**src/rtl/hhpd_pkg.sv**
```systemverilog
package hhpd_pkg;

   localparam int unsigned GAIN_W    = 16;
   localparam int unsigned DUTY_W    = 16;
   localparam int unsigned TOTAL_W   = 17;
   localparam int unsigned ANGLE_W   = 16;
   localparam int unsigned ERR_W     = 17;
   localparam int unsigned TIME_W    = 32;
   localparam int unsigned ELAPSED_W = 31;
   localparam int unsigned PTERM_W   = 25;
   localparam int unsigned DTERM_W   = 24;
   localparam int unsigned CORR_W    = 17;
   localparam int unsigned CSR_IDX_W = 3;
   localparam int unsigned CSR_DAT_W = 17;
   localparam int unsigned PROD_W    = 34;
   localparam int unsigned SUM_W     = PROD_W - 8;

   typedef enum logic [2:0] {
      FUNC_RESET  = 3'd0,
      FUNC_START  = 3'd1,
      FUNC_UPDATE = 3'd2,
      FUNC_STOP   = 3'd3,
      FUNC_DEFER  = 3'd4,
      FUNC_FAULT  = 3'd5
   } func_type;

   typedef enum logic [1:0] {
      MODE_IDLE    = 2'd0,
      MODE_ACTIVE  = 2'd1,
      MODE_STOPPED = 2'd2,
      MODE_FAULT   = 2'd3
   } mode_type;

   typedef enum logic [2:0] {
      REASON_NONE    = 3'd0,
      REASON_CONFIG  = 3'd1,
      REASON_MEASURE = 3'd2,
      REASON_IMU     = 3'd3,
      REASON_LINK    = 3'd4,
      REASON_COMMAND = 3'd5
   } reason_type;

   typedef enum logic [2:0] {
      CSR_GAIN_P       = 3'd0,
      CSR_GAIN_D       = 3'd1,
      CSR_MAX_YAW      = 3'd2,
      CSR_MAX_STRAFE   = 3'd3,
      CSR_MAX_TOTAL    = 3'd4,
      CSR_YAW_POLARITY = 3'd5
   } csr_index_type;

   localparam logic [1:0] SIGN_POS = 2'b01;
   localparam logic [1:0] SIGN_NEG = 2'b11;

   // Controller settings seen by the datapath
   typedef struct packed {
      logic [GAIN_W-1:0] gain_p;
      logic [GAIN_W-1:0] gain_d;
      logic [DUTY_W-1:0] max_yaw;
      logic              ok;
   } cfg_type;

endpackage

```
**src/rtl/hhpd_csr.sv**
```systemverilog
module hhpd_csr (
   input  logic                             clock,
   input  logic                             reset,
   input  logic                             csr_write,
   input  logic [hhpd_pkg::CSR_IDX_W-1:0]   csr_index,
   input  logic [hhpd_pkg::CSR_DAT_W-1:0]   csr_data,
   output hhpd_pkg::cfg_type                cfg
);
   import hhpd_pkg::*;

   logic [GAIN_W-1:0]  gain_p_ff;
   logic [GAIN_W-1:0]  gain_d_ff;
   logic [DUTY_W-1:0]  max_yaw_ff;
   logic [DUTY_W-1:0]  max_strafe_ff;
   logic [TOTAL_W-1:0] max_total_ff;
   logic [1:0]         polarity_ff;
   logic [TOTAL_W-1:0] limit_sum;

   always_ff @(posedge clock) begin
      if (reset) begin
         gain_p_ff     <= GAIN_W'(256);
         gain_d_ff     <= '0;
         max_yaw_ff    <= '0;
         max_strafe_ff <= '0;
         max_total_ff  <= '0;
         polarity_ff   <= SIGN_POS;
      end else if (csr_write) begin
         case (csr_index_type'(csr_index))
            CSR_GAIN_P:       gain_p_ff     <= csr_data[GAIN_W-1:0];
            CSR_GAIN_D:       gain_d_ff     <= csr_data[GAIN_W-1:0];
            CSR_MAX_YAW:      max_yaw_ff    <= csr_data[DUTY_W-1:0];
            CSR_MAX_STRAFE:   max_strafe_ff <= csr_data[DUTY_W-1:0];
            CSR_MAX_TOTAL:    max_total_ff  <= csr_data[TOTAL_W-1:0];
            CSR_YAW_POLARITY: polarity_ff   <= csr_data[1:0];
            default: ;
         endcase
      end
   end

   assign limit_sum = {1'b0, max_strafe_ff} + {1'b0, max_yaw_ff};

   always_comb begin
      cfg.gain_p  = gain_p_ff;
      cfg.gain_d  = gain_d_ff;
      cfg.max_yaw = max_yaw_ff;
      cfg.ok      = (max_total_ff != '0) && (max_strafe_ff != '0) &&
                    (gain_p_ff != '0) && (max_yaw_ff != '0) &&
                    (limit_sum <= max_total_ff) &&
                    ((polarity_ff == SIGN_POS) || (polarity_ff == SIGN_NEG));
   end

endmodule

```
**config.mk**
```make
export PLATFORM = sky130hd
export DESIGN_NAME = hhpd_csr
export DESIGN_NICKNAME = d
export VERILOG_FILES = /design/src/rtl/hhpd_pkg.sv /design/src/rtl/hhpd_csr.sv
export SDC_FILE = /design/constraint.sdc
export NUM_CORES = 1
export LEC_CHECK = 0
export ABC_AREA = 0
export BUFFER_PORTS_ARGS = -buffer_cell sky130_fd_sc_hd__clkbuf_2
export CORE_UTILIZATION = 45
export CTS_BUF_LIST = sky130_fd_sc_hd__clkbuf_4
export DETAILED_ROUTE_END_ITERATION = 7
export PLACE_DENSITY_LB_ADDON = 0.3
export REMOVE_ABC_BUFFERS = 1
export SYNTH_ARGS = -nofsm -noshare
export SYNTH_HDL_FRONTEND = slang
export SYNTH_SLANG_ARGS = --single-unit
```
**constraint.sdc**
```tcl
create_clock -name clock -period 4.35 [get_ports clock]
set_clock_uncertainty 0.1 [all_clocks]
set_input_delay 0.435 -clock clock [delete_from_list [all_inputs] [get_ports clock]]
set_output_delay 0.435 -clock clock [all_outputs]
set_load 0.01 [all_outputs]
```
==> impl_results.md, run 1 <==
- Fin nets: between 600 and 700
- Largest net degree at the start of global routing: slightly above 60
- Crit-path slowest cell: dfxtp_2
- Cell Pwr Density: between 300 and 400 nW/um^2
- Relative slew slack: about half
- CTS tree: done
- Hold Violations, Final: 0
- Worst Path Buf+Inv: 3
- Buffers on Ports: 71
- Combinational Power Share: between 10% and 20%
- Sequential area share after synthesis: a little under 40%
- Grt ovf: 0
- FF-to-FF setup slack: roughly 3500 ps
- Post-synth EDFFs: 0
- Seq cells post-synth: 82
- Post-route insts no fill: 716
- Kind of cell adding the most delay to the critical path: compound AO/OA/AOI/OAI gates
- Crit path time final: about 4200 ps
- VDD IR max: 0.211 mV
- Startpoint Class: flip-flop
- Clock sinks: 82
- Num CTS Buffers: 9
- Area contributors post-synth: dfxtp_1 (40%), nand2_1 (15%), a21oi_1 (11%), ha_1 (10%), nor4_1 (2.4%)
- DR pass1 iterations: 4
- Worst stage delay on the critical path: 370 ps
- First-pass GRT wire length: ~18 mm
- Total Wirelength: approximately 11 mm
- Sw Pwr: 0.390 mW
- Final setup fails: 0
- Syn Area/Cell: 7.64 um^2
- R2R cell count: 3
- CTS clk-pin slew, worst paths: between 100 and 150 ps
- CTS root buf: clkbuf_4
- Fillers: about 860
- Initial Util: 47.0%
- Die area: around 9600 um^2
- Number of diodes: 0
- Gate Count Post-Synth: about 540
- Worst-Margin Slew: around 760 ps
- Crit Path Max Fanout: 3
- DRC Markers: 0
- # hold bufs at CTS: 0
- Crit end category: output pin
- DR iter-0 viols: 180
- Layout cells sized above 1: 17.9%
- H-Tree Level Count: 3
- Crit path kind: reg2out
- CP arrival: about 3700 ps
- Vias: about 3900
- Area growth syn-to-layout: 14.8%
- P_int: around 1.1 mW
- Post-route ant nets: 0
- Core Rows: 34
- RR Startpoint: max_yaw_ff[0]$_SDFFE_PP0P_
- DPL Wire Length: roughly 8.4 mm
- Leak: around 2 nW
- Cell Area, Synth: around 4100 um^2
- Io pins: around 70
- Post-Place Worst Slack: 372 ps
- Area share of the largest cell type after synthesis: 39.6%
- Synth Flop Type: dfxtp_1
- Status: complete, no violations
- Post-synthesis async set-or-reset flop share: 0%
- Switching fraction of total power: 26.6%
- Placed cells: between 600 and 700
- Flop pwr share: a little over half
- WP depth: 16
- Max Fclk: about 240 MHz
- Hold Crit Class: in2reg
- Clock power frac: between 30% and 40%
- Worst setup path startpoint: max_strafe_ff[0]$_SDFFE_PP0P_
- Routed WL per cell: 15.5 um
- WP data required: about 3800 ps
- Netlist cell types: 42
- GRT Total Usage: 23.7%
- Chip Height: between 90 and 100 um
- Dpl cell area: 4540 um^2
- Maximum Capacitance Violations: 0
- Placer congestion estimate: between 0.8 and 0.9
- Final period util: a little over nine tenths
- Commonest non-fill, non-tap cell in the layout: nand2_1
- Ys Warns: 0
- PnR worst setup slack: between 100 and 150 ps
- End of the critical path: cfg[0]
- Crit-path cells: ha_1 -> inv_1 -> fa_2 -> nand2b_4 -> a21oi_4 -> nor2_1 -> o31a_1 -> nor2b_1 -> xnor2_1 -> ha_1 -> buf_4 -> a211oi_2 -> o21ai_1 -> a211o_1 -> a211oi_2 -> buf_2
- Via-to-Cell Ratio: roughly 5.4
- Initial antenna violation count: 0
- Cell area after layout: around 4800 um^2
- Commonest non-fill, non-tap cells in the layout: nand2_1 (171), a21oi_1 (91), dfxtp_1 (79)
- CTS Buffer Depth: 2
- Setup TNS: 0 ps
- Worst Hold Margin: between 100 and 150 ps
- Area leader, netlist: dfxtp_1
- R2R Path End: max_yaw_ff[0]$_SDFFE_PP0P_
- Clk_lat worst skew: approximately 420 ps
- Die width: 97.9 um
- Slew Limit Fails: 0
- Vias in the first global route: between 3000 and 4000
- CORE AREA: 8810 um^2
-- routing by layer --
| metal | track usage [%] | wire length, um | part of all wire, % |
|---|---|---|---|
| met2 | 40.5 | 5460 | 49 |
| met1 | 30.2 | 4940 | 45 |
| met3 | 3.44 | 508 | 4.6 |
| met4 | 8.62 | 180 | 1.6 |
| met5 | 0 | 0 | 0 |
-- power by group through the flow --
stage	clock [mW]	sequential, mW	combinational [mW]
finish	0.513	0.782	0.168
global route	0.546	0.785	0.188
CTS	0.518	0.782	0.167
detailed placement	0	0.799	0.165
global placement	0	0.798	0.160
floorplan	0	0.798	0.0912
-- cells by family (layout without fill, tap and decap cells) --
family / Yosys count / count (layout) / share of synthesized area (%)
AO/OA/AOI/OAI: 129 / 129 / 18.0
XOR/XNOR: 14 / 14 / 2.96
adder cells (fa/ha/maj): 34 / 34 / 10.5
buffers and inverters: 48 / 114 / 4.68
flip-flops: 82 / 82 / 39.6
AND/OR/NAND/NOR: 235 / 235 / 24.2
-- Yosys cell counts, types with 3 or more instances --
library cell	count
a21o_1	7
ha_1	33
nand4_1	9
nor2b_1	5
dfxtp_1	82
o21ai_1	4
nor4_1	16
nand2_1	171
o21ai_0	3
xnor2_1	11
inv_1	24
clkbuf_1	12
nand3_1	6
xor2_1	3
a21oi_1	95
nor2_1	13
o211ai_1	3
buf_2	11
-- flip-flops by register name, indices dropped and copies added, names as in the netlist --
signal,count
max_total_ff,17
max_yaw_ff,16
max_strafe_ff,16
gain_d_ff,16
gain_p_ff,16
polarity_ff,1
-- area by class of cell --
type	count	area (um^2)	share of cell area (%)
clock buffers	10	75.1	1.58
clock inverters	6	88.8	1.87
inverters	24	90.1	1.89
multi-input cells	412	2340	49.3
flip-flops and latches	82	1650	34.6
well taps	108	135	2.84
repair buffers	74	378	7.95
-- repair_timing --
| item | 4_1_cts | 5_1_grt |
|---|---|---|
| cloned | 0 | 0 |
| setup buffers | 1 | 1 |
| resized for setup | 5 | 9 |
| pin swaps | 1 | 4 |
| endpoints found under the setup margin | 1 | 1 |
-- how the worst min path moves through the flow --
stage	end	cells after the start	from	slack [ps]
after global placement	gain_d_ff[0]$_SDFFE_PP0P_	2	gain_d_ff[0]$_SDFFE_PP0P_	340
final	max_total_ff[16]$_SDFFE_PP0P_	3	csr_data[16]	110
after detailed placement	gain_d_ff[3]$_SDFFE_PP0P_	2	gain_d_ff[3]$_SDFFE_PP0P_	350
after floorplan	polarity_ff[0]$_SDFFE_PP1P_	1	polarity_ff[0]$_SDFFE_PP1P_	340
after global routing	max_total_ff[16]$_SDFFE_PP0P_	3	csr_data[16]	110
after CTS	max_total_ff[16]$_SDFFE_PP0P_	3	csr_data[16]	100
-- metrics by stage --
stage	util [%]	power (mW)
global route	54.0	1.52
global placement	51.5	0.958
CTS	53.6	1.47
finish	54.0	1.46
detailed placement	51.5	0.964
floorplan	-	0.890
-- worst register-to-register path, delay by kind of cell (launching register included) --
family                 cells  cell delay (ps)
flip-flops                 1              360
AND/OR/NAND/NOR            1               40
AO/OA/AOI/OAI              1              170
buffers and inverters      1              110
(Power assumes the default switching activity.)
==> run 2: changes to the inputs <==
--- a/config.mk
+++ b/config.mk
@@ -12,6 +12,7 @@
 export DETAILED_ROUTE_END_ITERATION = 7
 export PLACE_DENSITY_LB_ADDON = 0.3
 export REMOVE_ABC_BUFFERS = 1
+export SETUP_SLACK_MARGIN = 0.5
 export SYNTH_ARGS = -nofsm -noshare
 export SYNTH_HDL_FRONTEND = slang
 export SYNTH_SLANG_ARGS = --single-unit
==> run 2 against run 1 <==
Effect of this change:
- worst hold slack got worse by 2.6 ps
- fmax rose by 3.9%
- wire length rose by 0.76%
- final cell count rose by 0.28%
- die area did not move
- critical endpoint unchanged
- global-route usage rose by 0.23 points
- sequential cell count did not move
- core utilization rose by 0.60 points
==> impl_results.md, run 2 (synthesis results as in run 1) <==
- Status: complete, no violations
- Clock sinks: 82 (unchanged)
- RSZ-0062 raised after global routing: true
- Pwr Total: 1.47 mW (+0.38%)
- DRC Markers: 0 (unchanged)
- Crit end category: output pin
- Hold path startpoint: csr_data[16]
- Area growth syn-to-layout: 16.1%
- CTS tree: done
- Final period util: 93.2% (-3.7 points)
- Largest Register: max_total_ff
- Die area: 9590 um^2 (unchanged)
- Layout cells sized above 1: 19.8% (+1.9 points)
- CORE AREA: 8810 um^2 (unchanged)
- Placed cells: 698 (unchanged)
- Initial Util: 47.0% (unchanged)
- Via-to-Cell Ratio: 5.44 (+1.2%)
- Num CTS Buffers: 9 (unchanged)
- RR Startpoint: max_yaw_ff[0]$_SDFFE_PP0P_
- Cell Pwr Density: 306 nW/um^2 (-0.72%)
- Hold Crit Class: in2reg
- DPL Wire Length: 8.39 mm (unchanged)
- Maximum Capacitance Violations: 0 (unchanged)
- Crit Path Max Fanout: 2 (-1)
- First-pass GRT wire length: 18.3 mm (+1.1%)
- CP arrival: 3520 ps (-160 ps)
- Slew Limit Fails: 0 (unchanged)
- Fillers: 856 (-0.35%)
- Total Wirelength: 11.2 mm (+0.76%)
- Fin nets: 662 (+0.30%)
- Leak: 1.98 nW (+0.93%)
- CTS Buffer Depth: 2 (unchanged)
- Commonest non-fill, non-tap cell in the layout: nand2_1
- Vias in the first global route: 3722 (+0.57%)
- Worst stage delay on the critical path: 380 ps (about the same)
- Clk_lat worst skew: 420 ps (about the same)
- Commonest non-fill, non-tap cells in the layout: nand2_1 (170), a21oi_1 (91), dfxtp_1 (77)
- Worst-Margin Slew: 774 ps (+18.0 ps)
- R2R Path End: max_yaw_ff[0]$_SDFFE_PP0P_
- Crit path time final: 4050 ps (-159 ps)
- VDD IR max: 0.212 mV (+0.31%)
- Vias: 3908 (+1.5%)
- Number of diodes: 0 (unchanged)
- Multi-input gate area: 2380 um^2 (+1.5%)
- WP data required: 3820 ps (about the same)
- GRT Total Usage: 23.9% (+0.23 points)
- Largest net degree at the start of global routing: 62 (unchanged)
- Crit-path slowest cell: dfxtp_2
- Chip Height: 97.9 um (unchanged)
- Die width: 97.9 um (unchanged)
- Startpoint Class: flip-flop
- Io pins: 72 (unchanged)
- Crit path kind: reg2out
- DR pass1 iterations: 5 (+1)
- Hold path cells: 3 (unchanged)
- DR iter-0 viols: 214 (+19%)
- Placer congestion estimate: 0.891 (unchanged)
- Hold Violations, Final: 0 (unchanged)
- Kind of cell adding the most delay to the critical path: compound AO/OA/AOI/OAI gates
- R2R cell count: 3 (unchanged)
- Worst Path Buf+Inv: 2 (-1)
- Initial antenna violation count: 0 (unchanged)
- Max Fclk: 247 MHz (+3.9%)
- Relative slew slack: 48.3% (-1.2 points)
- Setup TNS: 0 ps (unchanged)
- Post-route ant nets: 0 (unchanged)
- Post-route insts no fill: 718 (+0.28%)
- Fin util: 54.6% (+0.60 points)
- Crit-path cells: ha_4 -> inv_2 -> fa_2 -> nand2b_4 -> a21oi_4 -> nor2_2 -> o31a_1 -> a21oi_2 -> xor2_1 -> ha_1 -> a21oi_2 -> nor2b_1 -> o21ai_1 -> o21ai_1 -> a211o_1 -> a211oi_2 -> buf_2
- Worst-case hold path end point: max_total_ff[16]$_SDFFE_PP0P_
- FF-to-FF setup slack: 3470 ps (-20 ps)
- Worst Hold Margin: 108 ps (-2.64 ps)
- Storage element area: 1650 um^2 (+0.15%)
- Routed WL per cell: 15.6 um (+0.48%)
- H-Tree Level Count: 3 (unchanged)
- Buffers on Ports: 71 (unchanged)
- Final setup fails: 0 (unchanged)
- Core Rows: 34 (unchanged)
- CTS root buf: clkbuf_4
- Grt ovf: 0 (unchanged)
- Largest register FFs: 17 (unchanged)
- CTS clk-pin slew, worst paths: 140 ps (about the same)
[run 2: changes by cell type in the layout (fill, tap and decap cells not counted), moves of 2 or more]
cell,before,now
nor2_1,13,11
dfxtp_1,79,77
dfxtp_2,3,5
ha_1,33,31
nor2_2,2,4
buf_4,3,5
[run 2: per-stage QoR]
| step | cell area, um^2 | setup WS [ps] |
|---|---|---|
| 5_1_grt | 4810 | 96.0 |
| 3_3_place_gp | 4540 | 443 |
| 2_1_floorplan | 4040 | 637 |
| 6_report | 4810 | 296 |
| 3_5_place_dp | 4540 | 372 |
| 4_1_cts | 4790 | 276 |
[run 2: repair_timing]
item	CTS	global route
endpoints found under the hold margin	0	0
endpoints found under the setup margin	1	1
pin swaps	13	1
resized for setup	18	8
hold buffers	0	0
buffers inserted	4	0
[run 2: worst reg2reg max path, cell delays in order (launching register included)]
cell     delay, ps
dfxtp_2        380
buf_4          120
nand2_1         40
a21oi_1        170
[run 2: worst max-delay path by stage]
stage,start,slack [ps],to,cells past startpoint
after floorplan,max_yaw_ff[0]$_SDFFE_PP0P_,640,cfg[0],16
after global placement,max_yaw_ff[0]$_SDFFE_PP0P_,440,cfg[0],17
after detailed placement,max_yaw_ff[0]$_SDFFE_PP0P_,370,cfg[0],17
after CTS,max_strafe_ff[0]$_SDFFE_PP0P_,280,cfg[0],17
after global routing,max_strafe_ff[0]$_SDFFE_PP0P_,100,cfg[0],17
final,max_yaw_ff[0]$_SDFFE_PP0P_,300,cfg[0],17
[run 2: layer usage]
layer / part of all wire, % / track usage [%]
met2: 49 / 41.0
met5: 0 / 0
met3: 4.2 / 3.72
met1: 45 / 30.6
met4: 1.5 / 7.81
[run 2: where the power goes]
group          leakage [nW]  switching, mW  internal [mW]
logic                  1.22          0.106         0.0670
clock network        0.0851          0.271          0.242
registers             0.666         0.0152          0.767
[run 2: cell type report]
class	instances	share of cell area (%)
Sequential cell	82	34.3
Inverter	24	1.87
Clock buffer	10	1.56
Multi-Input combinational cell	412	49.5
Timing Repair Buffer	76	8.17
Clock inverter	6	1.85
Tap cell	108	2.81
